--- config.mk ---
export PLATFORM = sky130hd
export DESIGN_NAME = miir_cfg_regs
export DESIGN_NICKNAME = d
export VERILOG_FILES = /design/src/rtl/miir_pkg.sv /design/src/rtl/miir_cfg_regs.sv
export SDC_FILE = /design/constraint.sdc
export NUM_CORES = 1
export LEC_CHECK = 0
export ABC_AREA = 0
export BUFFER_PORTS_ARGS = -buffer_cell sky130_fd_sc_hd__buf_2
export CAP_MARGIN = 20
export CORE_AREA = 2 2 190 192
export CTS_CLUSTER_DIAMETER = 80
export DETAILED_ROUTE_END_ITERATION = 10
export DIE_AREA = 0 0 192 194
export PLACE_DENSITY = 0.73
export REMOVE_ABC_BUFFERS = 1
export SYNTH_ARGS = -nofsm -noshare
export SYNTH_HDL_FRONTEND = slang
export SYNTH_SLANG_ARGS = --single-unit
--- constraint.sdc ---
create_clock -name i_clk -period 1.5 [get_ports i_clk]
set_input_delay 0.225 -clock i_clk [delete_from_list [all_inputs] [get_ports i_clk]]
set_output_delay 0.225 -clock i_clk [all_outputs]
set_load 0.01 [all_outputs]
--- src/rtl/miir_pkg.sv ---
// Types and constants of the multichannel IIR filter.
package miir_pkg;

    localparam int ORDER     = 4;
    localparam int MAX_ORDER = 4;
    localparam int CHANNELS  = 64;
    localparam int CH_AW     = $clog2(CHANNELS);

    localparam int COEF_W    = 32;
    localparam int SAMPLE_W  = 24;
    localparam int CHAN_W    = 6;
    localparam int STATE_W   = 48;
    localparam int ROW_W     = ORDER * STATE_W;

    localparam int CFG_IDX_W  = 3;
    localparam int CFG_DATA_W = 64;

    localparam logic [COEF_W-1:0] B0_RESET = 32'h0800_0000;

    localparam logic signed [SAMPLE_W-1:0] Y_MAX = 24'sh7F_FFFF;
    localparam logic signed [SAMPLE_W-1:0] Y_MIN = 24'sh80_0000;
    localparam logic signed [COEF_W-1:0]   YF_MAX = 32'sh7FFF_FFFF;
    localparam logic signed [COEF_W-1:0]   YF_MIN = 32'sh8000_0000;
    localparam logic signed [STATE_W-1:0]  Z_MAX = 48'sh7FFF_FFFF_FFFF;
    localparam logic signed [STATE_W-1:0]  Z_MIN = 48'sh8000_0000_0000;

    typedef enum logic [CFG_IDX_W-1:0] {
        CFG_NUM_B0_B1 = 3'd0,
        CFG_NUM_B2_B3 = 3'd1,
        CFG_NUM_B4    = 3'd2,
        CFG_DEN_A1_A2 = 3'd3,
        CFG_DEN_A3_A4 = 3'd4,
        CFG_SEED_01   = 3'd5,
        CFG_SEED_23   = 3'd6
    } t_cfg_idx;

    typedef enum logic [2:0] {
        ST_IDLE,
        ST_MUL,
        ST_SUM,
        ST_FB,
        ST_WB
    } t_state;

    typedef struct packed {
        logic [CHAN_W-1:0]          channel;
        logic signed [SAMPLE_W-1:0] sample_in;
        logic                       restart;
    } t_in_beat;

    typedef struct packed {
        logic [CHAN_W-1:0]          channel_out;
        logic signed [SAMPLE_W-1:0] sample_out;
        logic                       saturated;
    } t_out_beat;

    // a[k] holds a_(k+1); zi[k] holds zi_k
    typedef struct packed {
        logic [MAX_ORDER:0][COEF_W-1:0]   b;
        logic [MAX_ORDER-1:0][COEF_W-1:0] a;
        logic [MAX_ORDER-1:0][COEF_W-1:0] zi;
    } t_coefs;

endpackage

--- src/rtl/miir_cfg_regs.sv ---
// Coefficient and seed-factor register bank with write decode.
module miir_cfg_regs (
    input  logic                                 i_clk,
    input  logic                                 i_rst_n,
    input  logic                                 i_cfg_we,
    input  logic [miir_pkg::CFG_IDX_W-1:0]       i_cfg_idx,
    input  logic [miir_pkg::CFG_DATA_W-1:0]      i_cfg_data,
    output miir_pkg::t_coefs                     o_coefs
);

    logic [63:0] r_b01;
    logic [63:0] r_b23;
    logic [31:0] r_b4;
    logic [63:0] r_a12;
    logic [63:0] r_a34;
    logic [63:0] r_z01;
    logic [63:0] r_z23;

    always_ff @(posedge i_clk) begin
        if (!i_rst_n) begin
            r_b01 <= {32'd0, miir_pkg::B0_RESET};
            r_b23 <= '0;
            r_b4  <= '0;
            r_a12 <= '0;
            r_a34 <= '0;
            r_z01 <= '0;
            r_z23 <= '0;
        end else if (i_cfg_we) begin
            case (i_cfg_idx)
                miir_pkg::CFG_NUM_B0_B1: r_b01 <= i_cfg_data;
                miir_pkg::CFG_NUM_B2_B3: r_b23 <= i_cfg_data;
                miir_pkg::CFG_NUM_B4:    r_b4  <= i_cfg_data[31:0];
                miir_pkg::CFG_DEN_A1_A2: r_a12 <= i_cfg_data;
                miir_pkg::CFG_DEN_A3_A4: r_a34 <= i_cfg_data;
                miir_pkg::CFG_SEED_01:   r_z01 <= i_cfg_data;
                miir_pkg::CFG_SEED_23:   r_z23 <= i_cfg_data;
                default: ;
            endcase
        end
    end

    always_comb begin
        o_coefs.b[0]  = r_b01[31:0];
        o_coefs.b[1]  = r_b01[63:32];
        o_coefs.b[2]  = r_b23[31:0];
        o_coefs.b[3]  = r_b23[63:32];
        o_coefs.b[4]  = r_b4;
        o_coefs.a[0]  = r_a12[31:0];
        o_coefs.a[1]  = r_a12[63:32];
        o_coefs.a[2]  = r_a34[31:0];
        o_coefs.a[3]  = r_a34[63:32];
        o_coefs.zi[0] = r_z01[31:0];
        o_coefs.zi[1] = r_z01[63:32];
        o_coefs.zi[2] = r_z23[31:0];
        o_coefs.zi[3] = r_z23[63:32];
    end

endmodule

==> run_results.csv, run 1 <==
group,metric,value,unit
cells_and_area,layout.cells.most_common,"buf_2",
critical_path,worst_r2r_endpoint,"r_z23[43]$_SDFFE_PN0P_",
cells_and_area,drive_above_1_share,0.315,
place,buffer_ports.inserted,485,
cells_and_area,final.fill_count,3060,
place,globalplace.congestion,0.820,
sta,hold_violations,0,
synth,yosys.area_share.adder,0,
drt,routedWlPerCell,17.4,um
hold_path,hold_path_start,"i_cfg_data[55]",
floorplanning,die_outline_area,37200,um2
cells_and_area,final_cell_count_no_fill,2401,
hold_path,timing.hold.worst_path_depth,3,
critical_path,path_cells,"buf_2",
sta,setup_ws,0.200,ns
critical_path,critical_path.top_delay_family,"flip-flops",
cells_and_area,multiInputGateArea,6110,um2
drt,avg_vias_per_cell,4.89,
clock_network,clock_tree.root_cell,"clkbuf_16",
sta,slew_headroom,0.678,
sta,tightest_slew,0.481,ns
clock_network,cts_tree,"yes",
clock_network,cts_max_level,2,
sta,setup_total_negative_slack,0,ns
power,power_density,1210,nW/um2
critical_path,slowest_delay,0.38,ns
power,post-layout-total-power,23.6,mW
critical_path,crit_buf_inv,1,
power,static-leakage-power,11.0,nW
cells_and_area,num-nets-final,1981,
critical_path,wp_data_required,1.27,ns
synth,seq_area_frac_synth,0.549,
floorplanning,floorplan.die.height,194,um
global_routing,global_route_wire_length_before_repair,63800,um
sta,final_min_period_over_clock_period,0.867,
clock_network,worstSkewPairLatency,0.53,ns
sta,finalClockSkew,0,ns
critical_path,endpoint_kind,"output port",
sta,timing.hold.ws,0.0571,ns
global_routing,grt_pass1_vias,11762,
synth,syn-instance-count,1420,
place,place.detailed.hpwl,29200,um
critical_path,worstReg2RegStart,"r_z23[43]$_SDFFE_PN0P_",
drt,drt.antenna.violating_nets,0,
run,drv_cap,0,
critical_path,path_class,"reg2out",
synth,synth.ff_latch_count,416,
synth,synth.yosys.warnings,0,
synth,synth_compound_gate_area_share,0,
synth,syn_area_per_cell,10.7,um2
drt,firstDrtPassIters,5,
sta,fmax,769,MHz
synth,yosys.area_share.simple,0.125,
floorplanning,row_count,69,
global_routing,grt.overflow.total,0,
synth,synth.cell_area,15200,um2
sta,rsz0062_at_grt,"no",
clock_network,cts_inserted_buffers,44,
drt,post-route-drc-count,0,
critical_path,cpMaxStageDelayCell,"dfxtp_1",
clock_network,numClockSinks,416,
synth,post_synth_num_cell_types,13,
critical_path,r2r_setup_slack,0.86,ns
critical_path,critical_path.startpoint_type,"register",
critical_path,timing.reg2reg.worst_path_depth,2,
clock_network,clk_pin_slew_worst_paths,0.06,ns
cells_and_area,syn_to_final_growth,29.2,%
place,post-place-cells,2325,
clock_network,clk_path_buf_depth,3,
drt,initialDrtViolationCount,391,
floorplanning,die_width,192,um
sta,slew_viol_final,0,
critical_path,critPathMaxFanout,2,
sta,post_layout_minimum_cycle_time,1.30,ns
status,status,"complete, no violations",
power,irDropWorstVdd,0.000892,V
clock_network,cts.repair.resized,0,
critical_path,critPathArrivalTime,1.08,ns
floorplanning,coreArea,35200,um2
floorplanning,design.portCount,486,
sta,finalSetupViolCount,0,
synth,synth_xor_xnor_area_share,0,
hold_path,worst_hold_path_type,"in2reg",
drt,drt_wl_total,41800,um
cells_and_area,most_used_cells_in_the_layout_excluding_fill_and_tap_cells,"484 x buf_2, 479 x nand2_1, 416 x mux2i_1, 416 x dfxtp_1, 45 x clkbuf_16",
hold_path,worst_hold_path.endpoint,"r_z01[55]$_SDFFE_PN0P_",
cells_and_area,layout.area.seq,8330,um2
floorplanning,initial_core_util,0.430,
clock_network,post-cts-setup-buffer-count,0,
global_routing,grt_start_max_net_pins,46,
place,dp_slack,0.0334,ns
synth,post_synth_mux_area_share,0.275,
global_routing,grt_util_all_layers,0.215,
cells_and_area,antenna_cells_inserted,0,
drt,routed-via-count,11737,
global_routing,grt_antenna_before_repair,0,
synth,synth_top_family_by_area,"multiplexers",
==> logic make-up after synthesis <==
group,Yosys count
buffers and inverters,100
muxes,416
DFF,416
and+or+nand+nor,488
==> power by group <==
group	switching (mW)	internal [mW]
Clock	4.31	6.33
Combinational	0.950	0.611
Sequential	0.121	11.3
==> timing repair <==
action	CTS	global route
hold buffers	1	0
setup endpoints to repair	0	0
endpoints found under the hold margin	1	0
==> synthesized netlist by cell type <==
library cell,instances,share of area
nor4b_4,1,0.0016
nand4bb_1,3,0.0022
nand4b_1,3,0.0017
dfxtp_1,416,0.55
buf_4,9,0.0045
clkbuf_1,23,0.0057
buf_12,7,0.0092
buf_6,30,0.022
buf_2,21,0.0069
mux2i_1,416,0.27
buf_1,10,0.0025
nand2_1,479,0.12
nor2b_1,2,0.00083
==> worst max path at each step <==
stage | cells after the start | endpoint | start | slack [ns]
final | 1 | o_coefs[284] | r_b01[28]$_SDFFE_PN0P_ | 0.20
after global routing | 1 | o_coefs[284] | r_b01[28]$_SDFFE_PN0P_ | 0.16
after CTS | 1 | o_coefs[284] | r_b01[28]$_SDFFE_PN0P_ | 0.16
after detailed placement | 5 | r_b01[25]$_SDFFE_PN0P_ | i_cfg_idx[0] | 0.03
after global placement | 5 | r_b01[42]$_SDFFE_PN0P_ | i_cfg_idx[0] | 0.06
after floorplan | 2 | r_a34[0]$_SDFFE_PN0P_ | i_cfg_idx[1] | -2.25
==> final cells by class <==
class / count / area share
timing repair buffer: 545 / 0.162
sequential: 416 / 0.425
multi-input combinational: 904 / 0.312
clock inverter: 9 / 0.00562
tap: 461 / 0.0294
clock buffer: 66 / 0.0666
==> metal layers <==
metal	wire [um]	vias up	track usage
met5	0	-	0
met4	1850	0	0.0978
met3	3110	114	0.0561
met2	19800	419	0.367
met1	17000	5540	0.253
li1	-	5664	-
==> sequential cells by signal, summed over array words and instances (netlist names) <==
signal and flops:
r_a12 64, r_a34 64, r_b01 64, r_b23 64
r_z01 64, r_z23 64, r_b4 32
==> metrics by stage <==
stage / area, um2 / util
detailed placement: 18200 / 0.516
global route: 19600 / 0.556
CTS: 19600 / 0.556
global placement: 18200 / 0.516
floorplan: 14400 / -
finish: 19600 / 0.556
Power figures use the tool's default switching activity.
==> inputs of run 2 (changes only) <==
--- a/config.mk
+++ b/config.mk
@@ -5,7 +5,7 @@
 export SDC_FILE = /design/constraint.sdc
 export NUM_CORES = 1
 export LEC_CHECK = 0
-export ABC_AREA = 0
+export ABC_AREA = 1
 export BUFFER_PORTS_ARGS = -buffer_cell sky130_fd_sc_hd__buf_2
 export CAP_MARGIN = 20
 export CORE_AREA = 2 2 190 192
==> run 2 against run 1 <==
Against the previous run: utilization rose by 3.7 points; register-to-register slack barely moved; global-route usage rose by 6.6 points; die area did not move; final area rose by 6.7%; cell count rose by 35%; combinational power rose by 78%; count of clock-buffer cells in the layout rose by 2; clock skew did not move.
==> run_results.csv, run 2 <==
group,metric,value,unit
status,status,"complete, no violations",
sta,slew_headroom,0.728,
synth,synth_largest_area_cell,"dfxtp_1",
clock_network,cts_max_level,2,
global_routing,grt_pass1_vias,15556,
critical_path,path_cells,"buf_2",
synth,synthMostInstantiatedCell,"nor2_1",
sta,final_min_period_over_clock_period,0.870,
critical_path,critPathMaxFanout,2,
drt,routedWlPerCell,16.8,um
place,place.detailed.hpwl,35400,um
sta,slew_viol_final,0,
floorplanning,initial_core_util,0.462,
critical_path,cpMaxStageDelayCell,"dfxtp_1",
power,irDropWorstVdd,0.000881,V
synth,post_synth_num_cell_types,12,
global_routing,grt_start_max_net_pins,74,
critical_path,critPathArrivalTime,1.08,ns
synth,synth.ff_latch_count,416,
cells_and_area,syn_to_final_growth,28.5,%
cells_and_area,final_core_utilization,0.593,
cells_and_area,most_used_cells_in_the_layout_excluding_fill_and_tap_cells,"830 x nor2_1, 484 x buf_2, 423 x nand2_1",
sta,hold_violations,0,
run,drv_cap,0,
global_routing,grt_antenna_before_repair,0,
drt,drt.antenna.violating_nets,0,
clock_network,clock_tree.root_cell,"clkbuf_16",
synth,most_common_flop_cell_mapped_by_yosys,"dfxtp_1",
floorplanning,floorplan.die.height,194,um
critical_path,endpoint_kind,"output port",
sta,finalSetupViolCount,0,
sta,finalClockSkew,0,ns
cells_and_area,num-nets-final,2828,
drt,drt_wl_total,54500,um
cells_and_area,final.fill_count,3242,
drt,avg_vias_per_cell,5.10,
clock_network,clk_path_buf_depth,3,
synth,synth.yosys.warnings,0,
critical_path,wp_data_required,1.27,ns
critical_path,crit_buf_inv,1,
synth,syn-instance-count,2341,
power,internal-power,18.8,mW
synth,synth_top_cells_by_area,"dfxtp_1 51%, nor2_1 19%, nand3_1 13%",
clock_network,worstSkewPairLatency,0.54,ns
hold_path,worst_hold_path_type,"in2reg",
power,static-leakage-power,10.3,nW
synth,most_instantiated_cells_after_synthesis,"833 x nor2_1, 423 x nand2_1, 416 x dfxtp_1, 416 x nand3_1, 118 x buf_2",
drt,post-route-drc-count,0,
sta,post_layout_minimum_cycle_time,1.31,ns
drt,firstDrtPassIters,7,
floorplanning,coreArea,35200,um2
power,share_of_total_power_in_the_clock_network,0.426,
clock_network,cts_inserted_buffers,44,
power,sw_frac_of_total,0.251,
cells_and_area,drive_above_1_share,0.223,
synth,seq_area_frac_synth,0.512,
critical_path,slowest_delay,0.38,ns
power,switchingPower,6.31,mW
drt,routed-via-count,16569,
sta,fmax,766,MHz
clock_network,post-cts-setup-buffer-count,0,
sta,tightest_slew,0.408,ns
floorplanning,die_outline_area,37200,um2
power,share_seq_of_total_power,0.464,
floorplanning,design.portCount,486,
place,globalplace.congestion,0.856,
cells_and_area,layout.cells.most_common,"nor2_1",
drt,initialDrtViolationCount,856,
global_routing,grt.overflow.total,0,
synth,syn_area_per_cell,6.95,um2
synth,synth_enable_flop_cells,0,
global_routing,global_route_wire_length_before_repair,83600,um
cells_and_area,finalInstanceArea,20900,um2
floorplanning,die_width,192,um
floorplanning,row_count,69,
place,buffer_ports.inserted,485,
power,share_of_total_power_in_combinational_logic,0.110,
global_routing,grt_util_all_layers,0.281,
clock_network,numClockSinks,416,
critical_path,r2r_setup_slack,0.87,ns
critical_path,critical_path.startpoint_type,"register",
synth,synth_top_area_share,0.512,
critical_path,critical_path.top_delay_family,"flip-flops",
clock_network,cts_tree,"yes",
clock_network,clk_pin_slew_worst_paths,0.06,ns
power,power_density,1200,nW/um2
sta,rsz0062_at_grt,"no",
critical_path,path_class,"reg2out",
synth,synth_async_sr_flop_share,0,
synth,synth.cell_area,16300,um2
place,placement.cell_area,19500,um2
[run 2: kinds of logic after synthesis]
| family | after synthesis | share of synthesized area |
|---|---|---|
| AND/OR/NAND/NOR | 1681 | 0.422 |
| buffers and inverters | 244 | 0.0654 |
| flip-flops | 416 | 0.512 |
[run 2: metal layers]
layer,share of wire,routed length (um),vias up,GRT usage
met1,0.39,21300,7582,0.336
met4,0.044,2400,0,0.131
met3,0.093,5050,153,0.0737
met2,0.47,25700,724,0.469
met5,0,0,-,0
li1,-,-,8110,-
[run 2: worst paths after layout]
check                               from                     end  cells after the start
setup / recovery  r_z23[55]$_SDFFE_PN0P_            o_coefs[119]                      1
hold / removal                   i_rst_n  r_a34[42]$_SDFFE_PN0P_                      3
setup reg to reg  r_a34[54]$_SDFFE_PN0P_  r_a34[54]$_SDFFE_PN0P_                      2
hold reg to reg    r_b4[14]$_SDFFE_PN0P_   r_b4[14]$_SDFFE_PN0P_                      2
[run 2: power by group through the flow]
stage / logic (mW) / clock network, mW / registers [mW]
after floorplan: 1.23 / 0 / 12.0
after global placement: 2.70 / 0 / 11.9
after detailed placement: 2.75 / 0 / 11.9
after CTS: 2.77 / 10.8 / 11.7
after global routing: 3.06 / 11.3 / 11.7
final: 2.78 / 10.7 / 11.7
[run 2: layout make-up]
type,count,area (um2),share of cell area
clock buffer,68,1330,0.0638
antenna,1,2.50,0.000120
inverter,70,268,0.0128
timing repair buffer,545,3400,0.163
clock inverter,5,75.1,0.00359
tap,461,577,0.0276
sequential,416,8330,0.399
multi-input combinational,1681,6910,0.331
[run 2: timing repair]
item                      in CTS  in global routing
hold endpoints to repair       1                  0
hold buffers                   1                  0
resized for setup              0                  0
[run 2: through the flow]
stage                     std cells  setup slack, ns  hold slack, ns  setup TNS (ns)  power [mW]
after floorplan                2167            -3.19           0.310        -1171.01        13.3
after global placement         3172            0.140           0.456               0        14.6
after detailed placement       3172           0.0712           0.466               0        14.6
after CTS                      3246            0.169          0.0540               0        25.2
after global routing           3246            0.171          0.0633               0        26.0
final                          3247            0.195          0.0766               0        25.1
